File: src/sv/plc_pkg.sv
package plc_pkg;

  localparam int CAL_POINTS_DEF = 8;

  localparam logic [11:0] DAC_MAX = 12'hFFF;

  localparam logic [1:0] OP_WRITE = 2'd0;
  localparam logic [1:0] OP_ADC   = 2'd1;
  localparam logic [1:0] OP_SET   = 2'd2;

  localparam int KEY_W  = 17;
  localparam int DIFF_W = 18;
  localparam int PROD_W = 36;
  localparam int NUM_W  = 32;
  localparam int MAG_W  = NUM_W - 1;

  typedef struct packed {
    logic [1:0]         op;
    logic [3:0]         point_index;
    logic [9:0]         adc_code;
    logic signed [15:0] physical_value;
    logic [11:0]        dac_code;
  } item_in_t;

  typedef struct packed {
    logic signed [15:0] result_value;
    logic signed [15:0] clamped_setpoint;
    logic               span_error;
  } item_out_t;

  typedef struct packed {
    logic [9:0]         adc;
    logic signed [15:0] phys;
    logic [11:0]        dac;
  } entry_t;

  typedef struct packed {
    logic load;
    logic write;
    logic step;
    logic take_pair;
    logic take_lo;
    logic take_hi;
    logic exact;
    logic diff;
    logic set_err;
    logic mul1;
    logic mul2;
    logic sum;
    logic div_init;
    logic div_step;
    logic finish;
  } ctl_t;

  typedef struct packed {
    logic eq;
    logic gt;
    logic first;
    logic last;
    logic dx_zero;
    logic div_last;
  } stat_t;

endpackage

File: src/sv/plc_ctrl.sv
module plc_ctrl (
  input  logic           clk,
  input  logic           rst,
  input  logic           start,
  input  logic [1:0]     op,
  input  plc_pkg::stat_t st,
  output plc_pkg::ctl_t  ctl,
  output logic           busy,
  output logic           done
);
  import plc_pkg::*;

  typedef enum logic [3:0] {
    S_IDLE, S_SCAN, S_FETCH, S_SPAN, S_MUL1, S_MUL2, S_SUM, S_DINIT, S_DIV, S_FIN
  } state_t;

  state_t state;
  state_t state_next;

  always_comb begin
    state_next = state;
    ctl        = '0;
    case (state)
      S_IDLE: begin
        if (start) begin
          ctl.load = 1'b1;
          if (op == OP_WRITE) begin
            ctl.write = 1'b1;
          end
          if (op == OP_ADC || op == OP_SET) begin
            state_next = S_SCAN;
          end else begin
            state_next = S_FIN;
          end
        end
      end
      S_SCAN: begin
        if (st.eq) begin
          ctl.exact  = 1'b1;
          state_next = S_FIN;
        end else if (st.gt && st.first) begin
          ctl.take_lo = 1'b1;
          state_next  = S_FETCH;
        end else if (st.gt || st.last) begin
          ctl.take_pair = 1'b1;
          state_next    = S_SPAN;
        end else begin
          ctl.step = 1'b1;
        end
      end
      S_FETCH: begin
        ctl.take_hi = 1'b1;
        state_next  = S_SPAN;
      end
      S_SPAN: begin
        ctl.diff   = 1'b1;
        state_next = S_MUL1;
      end
      S_MUL1: begin
        if (st.dx_zero) begin
          ctl.set_err = 1'b1;
          state_next  = S_FIN;
        end else begin
          ctl.mul1   = 1'b1;
          state_next = S_MUL2;
        end
      end
      S_MUL2: begin
        ctl.mul2   = 1'b1;
        state_next = S_SUM;
      end
      S_SUM: begin
        ctl.sum    = 1'b1;
        state_next = S_DINIT;
      end
      S_DINIT: begin
        ctl.div_init = 1'b1;
        state_next   = S_DIV;
      end
      S_DIV: begin
        ctl.div_step = 1'b1;
        if (st.div_last) begin
          state_next = S_FIN;
        end
      end
      S_FIN: begin
        ctl.finish = 1'b1;
        state_next = S_IDLE;
      end
      default: begin
        state_next = S_IDLE;
      end
    endcase
  end

  always_ff @(posedge clk) begin
    if (rst) begin
      state <= S_IDLE;
      busy  <= 1'b0;
      done  <= 1'b0;
    end else begin
      state <= state_next;
      busy  <= (state_next != S_IDLE);
      done  <= (state == S_FIN);
    end
  end

endmodule

File: src/sv/plc_dpath.sv
module plc_dpath #(
  parameter int CAL_POINTS = plc_pkg::CAL_POINTS_DEF
) (
  input  logic               clk,
  input  logic               rst,
  input  plc_pkg::item_in_t  cmd,
  input  logic               cfg_we,
  input  logic signed [15:0] cfg_data,
  input  plc_pkg::ctl_t      ctl,
  output plc_pkg::stat_t     st,
  output plc_pkg::item_out_t result
);
  import plc_pkg::*;

  localparam int IW    = (CAL_POINTS > 1) ? $clog2(CAL_POINTS) : 1;
  localparam int CNT_W = $clog2(MAG_W);

  function automatic logic signed [KEY_W-1:0] key_of(entry_t e, logic by_phys);
    logic signed [KEY_W-1:0] k;
    if (by_phys) begin
      k = {e.phys[15], e.phys};
    end else begin
      k = $signed({7'b0, e.adc});
    end
    return k;
  endfunction

  function automatic logic signed [KEY_W-1:0] val_of(entry_t e, logic by_phys);
    logic signed [KEY_W-1:0] v;
    if (by_phys) begin
      v = $signed({5'b0, e.dac});
    end else begin
      v = {e.phys[15], e.phys};
    end
    return v;
  endfunction

  entry_t mem [CAL_POINTS];
  entry_t rd;
  entry_t prev;
  entry_t lo;
  entry_t hi;

  logic signed [15:0]       lim;
  logic [1:0]               op_r;
  logic signed [KEY_W-1:0]  x;
  logic signed [15:0]       clamp_r;
  logic [IW-1:0]            idx;
  logic signed [DIFF_W-1:0] dx;
  logic signed [DIFF_W-1:0] dy;
  logic signed [DIFF_W-1:0] xd;
  logic signed [KEY_W-1:0]  yhi;
  logic signed [PROD_W-1:0] p1;
  logic signed [PROD_W-1:0] p2;
  logic signed [NUM_W-1:0]  num;
  logic                     hit;
  logic                     err;
  logic signed [KEY_W-1:0]  hit_val;
  logic [MAG_W-1:0]         q;
  logic [DIFF_W-1:0]        dvs;
  logic [DIFF_W-1:0]        rem;
  logic                     neg;
  logic [CNT_W-1:0]         cnt;

  logic                     by_phys;
  logic                     conv;
  logic signed [15:0]       clamp_v;
  logic [IW-1:0]            waddr;
  logic [IW-1:0]            raddr;
  logic signed [KEY_W-1:0]  k_rd;
  logic signed [KEY_W-1:0]  kh;
  logic signed [KEY_W-1:0]  kl;
  logic signed [KEY_W-1:0]  vh;
  logic signed [KEY_W-1:0]  vl;
  logic [DIFF_W:0]          rem_sh;
  logic                     fits;
  logic signed [15:0]       sat_val;

  assign by_phys = (op_r == OP_SET);
  assign conv    = (op_r == OP_ADC) || (op_r == OP_SET);

  always_comb begin
    clamp_v = cmd.physical_value;
    if ((lim > 0 && clamp_v > lim) || (lim < 0 && clamp_v < lim)) begin
      clamp_v = lim;
    end
    if ((lim > 0 && clamp_v < 0) || (lim < 0 && clamp_v > 0)) begin
      clamp_v = '0;
    end
  end

  assign waddr = ({1'b0, cmd.point_index} >= 5'(CAL_POINTS)) ?
                 IW'(CAL_POINTS - 1) : cmd.point_index[IW-1:0];
  assign raddr = (ctl.load || st.last) ? ((ctl.load) ? '0 : idx) : IW'(idx + 1'b1);

  always_ff @(posedge clk) begin
    if (ctl.write) begin
      mem[waddr] <= '{adc: cmd.adc_code, phys: cmd.physical_value, dac: cmd.dac_code};
    end
    rd <= mem[raddr];
  end

  assign k_rd = key_of(rd, by_phys);
  assign kh   = key_of(hi, by_phys);
  assign kl   = key_of(lo, by_phys);
  assign vh   = val_of(hi, by_phys);
  assign vl   = val_of(lo, by_phys);

  assign st.eq       = (k_rd == x);
  assign st.gt       = (k_rd > x);
  assign st.first    = (idx == '0);
  assign st.last     = (idx == IW'(CAL_POINTS - 1));
  assign st.dx_zero  = (dx == '0);
  assign st.div_last = (cnt == CNT_W'(MAG_W - 1));

  assign rem_sh = {rem, q[MAG_W-1]};
  assign fits   = (rem_sh >= {1'b0, dvs});

  always_ff @(posedge clk) begin
    if (rst) begin
      lim <= '0;
    end else if (cfg_we) begin
      lim <= cfg_data;
    end
  end

  always_ff @(posedge clk) begin
    if (ctl.load) begin
      op_r    <= cmd.op;
      idx     <= '0;
      hit     <= 1'b0;
      err     <= 1'b0;
      clamp_r <= clamp_v;
      if (cmd.op == OP_SET) begin
        x <= {clamp_v[15], clamp_v};
      end else begin
        x <= $signed({7'b0, cmd.adc_code});
      end
    end
    if (ctl.step) begin
      prev <= rd;
      idx  <= IW'(idx + 1'b1);
    end
    if (ctl.take_pair) begin
      lo <= prev;
      hi <= rd;
    end
    if (ctl.take_lo) begin
      lo <= rd;
    end
    if (ctl.take_hi) begin
      hi <= rd;
    end
    if (ctl.exact) begin
      hit     <= 1'b1;
      hit_val <= val_of(rd, by_phys);
    end
    if (ctl.diff) begin
      dx  <= DIFF_W'(kh - kl);
      dy  <= DIFF_W'(vh - vl);
      xd  <= DIFF_W'(x - kh);
      yhi <= vh;
    end
    if (ctl.set_err) begin
      err <= 1'b1;
    end
    if (ctl.mul1) begin
      p1 <= PROD_W'(dy * xd);
    end
    if (ctl.mul2) begin
      p2 <= PROD_W'(yhi * dx);
    end
    if (ctl.sum) begin
      num <= NUM_W'(p1 + p2);
    end
    if (ctl.div_init) begin
      q   <= num[NUM_W-1] ? MAG_W'(-num) : num[MAG_W-1:0];
      dvs <= dx[DIFF_W-1] ? DIFF_W'(-dx) : dx;
      neg <= num[NUM_W-1] ^ dx[DIFF_W-1];
      rem <= '0;
      cnt <= '0;
    end
    if (ctl.div_step) begin
      cnt <= CNT_W'(cnt + 1'b1);
      if (fits) begin
        rem <= DIFF_W'(rem_sh - {1'b0, dvs});
        q   <= {q[MAG_W-2:0], 1'b1};
      end else begin
        rem <= rem_sh[DIFF_W-1:0];
        q   <= {q[MAG_W-2:0], 1'b0};
      end
    end
  end

  always_comb begin
    if (by_phys) begin
      if (neg) begin
        sat_val = '0;
      end else if (q > MAG_W'(DAC_MAX)) begin
        sat_val = $signed({4'b0, DAC_MAX});
      end else begin
        sat_val = $signed({4'b0, q[11:0]});
      end
    end else begin
      if (!neg) begin
        sat_val = (q > MAG_W'(32767)) ? 16'sh7FFF : $signed(q[15:0]);
      end else begin
        sat_val = (q > MAG_W'(32768)) ? 16'sh8000 : $signed(16'(~q[15:0] + 1'b1));
      end
    end
  end

  always_ff @(posedge clk) begin
    if (ctl.finish) begin
      result.clamped_setpoint <= by_phys ? clamp_r : 16'sd0;
      result.span_error       <= conv && !hit && err;
      if (!conv || err) begin
        result.result_value <= '0;
      end else if (hit) begin
        result.result_value <= hit_val[15:0];
      end else begin
        result.result_value <= sat_val;
      end
    end
  end

endmodule

File: src/sv/piecewise_linear_calibration.sv
// A table write or an unused op goes straight to the finish state after start.
// A conversion scans one table entry per cycle; an exact match finishes after the scan,
// otherwise span differences, two multiplies, a sum and a restoring divide follow.
// Throughput: one command at a time; busy stays high until the result strobe (done).
// Reset (rst, synchronous) clears control and setpoint_limit; table contents stay undefined.
// The result is valid only while done is high; the receiver cannot stall.
module piecewise_linear_calibration #(
  parameter int CAL_POINTS = plc_pkg::CAL_POINTS_DEF
) (
  input  logic               clk,
  input  logic               rst,
  input  logic               start,
  output logic               busy,
  input  plc_pkg::item_in_t  cmd,
  output logic               done,
  output plc_pkg::item_out_t result,
  input  logic               cfg_valid,
  output logic               cfg_ready,
  input  logic signed [15:0] cfg_data
);
  import plc_pkg::*;

  ctl_t  ctl;
  stat_t st;
  logic  cfg_we;

  assign cfg_ready = !busy && !start;
  assign cfg_we    = cfg_valid && cfg_ready;

  plc_ctrl u_ctrl (
    .clk   (clk),
    .rst   (rst),
    .start (start),
    .op    (cmd.op),
    .st    (st),
    .ctl   (ctl),
    .busy  (busy),
    .done  (done)
  );

  plc_dpath #(
    .CAL_POINTS (CAL_POINTS)
  ) u_dpath (
    .clk      (clk),
    .rst      (rst),
    .cmd      (cmd),
    .cfg_we   (cfg_we),
    .cfg_data (cfg_data),
    .ctl      (ctl),
    .st       (st),
    .result   (result)
  );

endmodule
File: config.mk
export PLATFORM = sky130hd
export DESIGN_NAME = piecewise_linear_calibration
export DESIGN_NICKNAME = d
export VERILOG_FILES = /design/src/sv/plc_pkg.sv /design/src/sv/plc_ctrl.sv /design/src/sv/plc_dpath.sv /design/src/sv/piecewise_linear_calibration.sv
export SDC_FILE = /design/constraint.sdc
export NUM_CORES = 2
export LEC_CHECK = 0
export ABC_AREA = 1
export BUFFER_PORTS_ARGS = -buffer_cell sky130_fd_sc_hd__buf_4
export CORE_MARGIN = 3
export CORE_UTILIZATION = 45
export CTS_CLUSTER_DIAMETER = 50
export DETAILED_ROUTE_END_ITERATION = 10
export PLACE_DENSITY_LB_ADDON = 0.08
export SLEW_MARGIN = 20
export SYNTH_ARGS = -nofsm -noshare
export SYNTH_HDL_FRONTEND = slang
export SYNTH_HIERARCHICAL = 1
export SYNTH_SLANG_ARGS = --single-unit
File: constraint.sdc
create_clock -name clk -period 11.9 [get_ports clk]
set_input_delay 0.595 -clock clk [delete_from_list [all_inputs] [get_ports clk]]
set_output_delay 0.595 -clock clk [all_outputs]
set_load 0.02 [all_outputs]
==> run summary <==
Drt pass-1 iters - 6
CTS tree - done
Post_cts resized - 0
Netlist Area Pre-Place - 59200 um^2
Final Hold Slack - 90.56 ps
Slew @ Worst Pin - 1087 ps
Crit Path Max Fanout - 21
Row cnt - 132
Avg Cell Area, Syn - 9.530 um^2
Sequential share of the synthesized area - 39.74%
Max cap viols - 0
Vias in the first global route - 41.18k
Drt drc - 0
Most frequent CP cell - fa_1
Largest net degree at the start of global routing - 89
CTS sink count - 805
Post-synth ARST share - 0%
IO Port Bufs - 99
Post-CTS Hold Fix Bufs - 0
CP Launch Type - flop
Vias - 40.93k
Post-route ant nets - 0
Die width - 368.7 um
DRT Wirelength - 160200 um
EDFF count, synth - 740
Achievable frequency - 0.1481 GHz
Final period utilization - 56.75%
GP Congestion - 0.8947
Worst hold path type - input port to flop
Area of the core - 130100 um^2
Synth Instances - 6212
Commonest non-fill, non-tap cell in the layout - inv_1
Arrival time at the worst endpoint - 7230 ps
Initial cell density of the core - 45.49%
CTS Root Buffer Type - clkbuf_16
Multi-input combinational cell area - 29820 um^2
Clock transition at path regs - 50 ps
Largest stage delay on the critical path - 890 ps
Die height - 368.7 um
DP HPWL - 119100 um
DRT iter0 DRCs - 3050
Syn Nets - 7176
Final hold violation count - 0
Clk Latency, worst-skew pair - 730 ps
Number of antenna violations at the first check in global routing - 4
Synth cell types - 58
RSZ-0062 raised after global routing - no
Pins Over Slew Limit - 0
Syn. warnings - 6
Layout cells sized above 1 - 6.301%
Register area - 23520 um^2
Setup TNS - 0 ps
First-pass GRT wire length - 247800 um
Cts bufs inserted - 102
Die area - 135900 um^2
Commonest non-fill, non-tap cells in the layout - inv_1, nand2_1, edfxtp_1
Crit path cell chain - inv_1 > nor2_1 > fa_1 > fa_1 > fa_1 > fa_1 > fa_1 > inv_1 > fa_1 > inv_1 > ha_1 > nand2_1 > nor2_1 > nand4_1 > o21ai_0 > a21oi_1 > o21ai_0 > xor2_1
Max clock buf depth - 3
Routed vias/inst - 5.088
Total global routing track utilization - 23.86%
Rel. slew slack - 27.56%
Drt wl/cell - 19.92 um
Final min period - 6753 ps
Register bit total from synthesis - 805
Post-CTS setup buffers - 0
Kind of critical path - flop to flop
Final nets - 7175
Slowest stage cell on the critical path - edfxtp_1
H-tree depth - 3
Worst endpoint required time - 12380 ps
Fin Clk Skew - 63.39 ps
Area Growth Syn to Fin - 10.04%
Status - finished clean
Io pins - 100
Delay-heaviest family, CP - adder cells
Grt total ovfl - 0
Final setup viols - 0
Primary FF master, synth - edfxtp_1
Worst setup EP type - flop
Worst path bufs/invs - 3
Filler cells - 12.25k
area by class of cell:
type	count	share of cell area (%)
tap	1742	3.346
inverter	1328	7.658
antenna	1	0.003842
clock inverter	60	1.110
multi-input combinational	3822	45.78
timing repair buffer	152	1.752
clock buffer	134	4.241
sequential	805	36.11
cells by family after synthesis:
kind of cell               Yosys count  synth area share (%)
AOI/OAI and AO/OA                  780                 7.277
buffers and inverters             1585                 10.11
DFF                                805                 39.74
adders and majority gates          900                 26.49
and+or+nand+nor                   1911                 12.93
muxes                               18                0.3044
xor gates and xnor gates           213                 3.151
Yosys cell counts (65+ instances only):
cell / count / area [um^2]
edfxtp_1: 740 / 22220
clkbuf_1: 226 / 848.3
nor2_1: 483 / 1813
nand3_1: 85 / 425.4
ha_1: 311 / 3891
xor2_1: 132 / 1156
fa_1: 589 / 11790
dfxtp_1: 65 / 1301
a21oi_1: 223 / 1116
xnor2_1: 81 / 709.4
o21ai_0: 354 / 1772
nand2_1: 1210 / 4542
inv_1: 1322 / 4962
per-layer routing:
layer / global-route usage [%] / wire length, um / part of all wire (%)
met1: 34.03 / 73060 / 46
met2: 38.33 / 73980 / 46
met3: 3.592 / 9401 / 5.9
met4: 6.060 / 3765 / 2.3
met5: 0 / 34 / 0.021
final timing paths:
check | slack [ps] | start | cells after the start | end
min | 90 | cmd[43] | 1 | u_dpath/op_r[1]
max | 5150 | u_dpath/yhi[15] | 18 | u_dpath/p2[24]
max reg2reg | 5150 | u_dpath/yhi[15] | 18 | u_dpath/p2[24]
min reg2reg | 470 | u_dpath/rd[20] | 0 | u_dpath/prev[20]
flip-flops by register name, indices dropped and copies added (netlist names), 18 cells and up:
| signal | count |
|---|---|
| u_dpath/mem | 304 |
| u_dpath/num | 32 |
| u_dpath/rd | 38 |
| u_dpath/q | 31 |
| u_dpath/rem | 18 |
| u_dpath/dvs | 18 |
| u_dpath/p2 | 32 |
| u_dpath/prev | 38 |
| u_dpath/p1 | 32 |
| u_dpath/hi | 38 |
| u_dpath/result | 33 |
| u_dpath/dy | 18 |
| u_dpath/dx | 18 |
| u_dpath/xd | 18 |
| u_dpath/lo | 38 |
stage by stage:
stage | std cells | setup slack (ps) | cell area, um^2 | util (%)
finish | 8044 | 5147 | 65140 | 50.05
global route | 8043 | 4821 | 65140 | 50.05
global placement | 7849 | 5310 | 61640 | 47.37
detailed placement | 7849 | 5242 | 61650 | 47.37
floorplan | 6212 | 5996 | 59200 | -
CTS | 8043 | 5248 | 65140 | 50.05
Power is left out: the tool's default activity adds up to more than one toggle a clock period on the data nets, which glitch-free logic cannot reach.
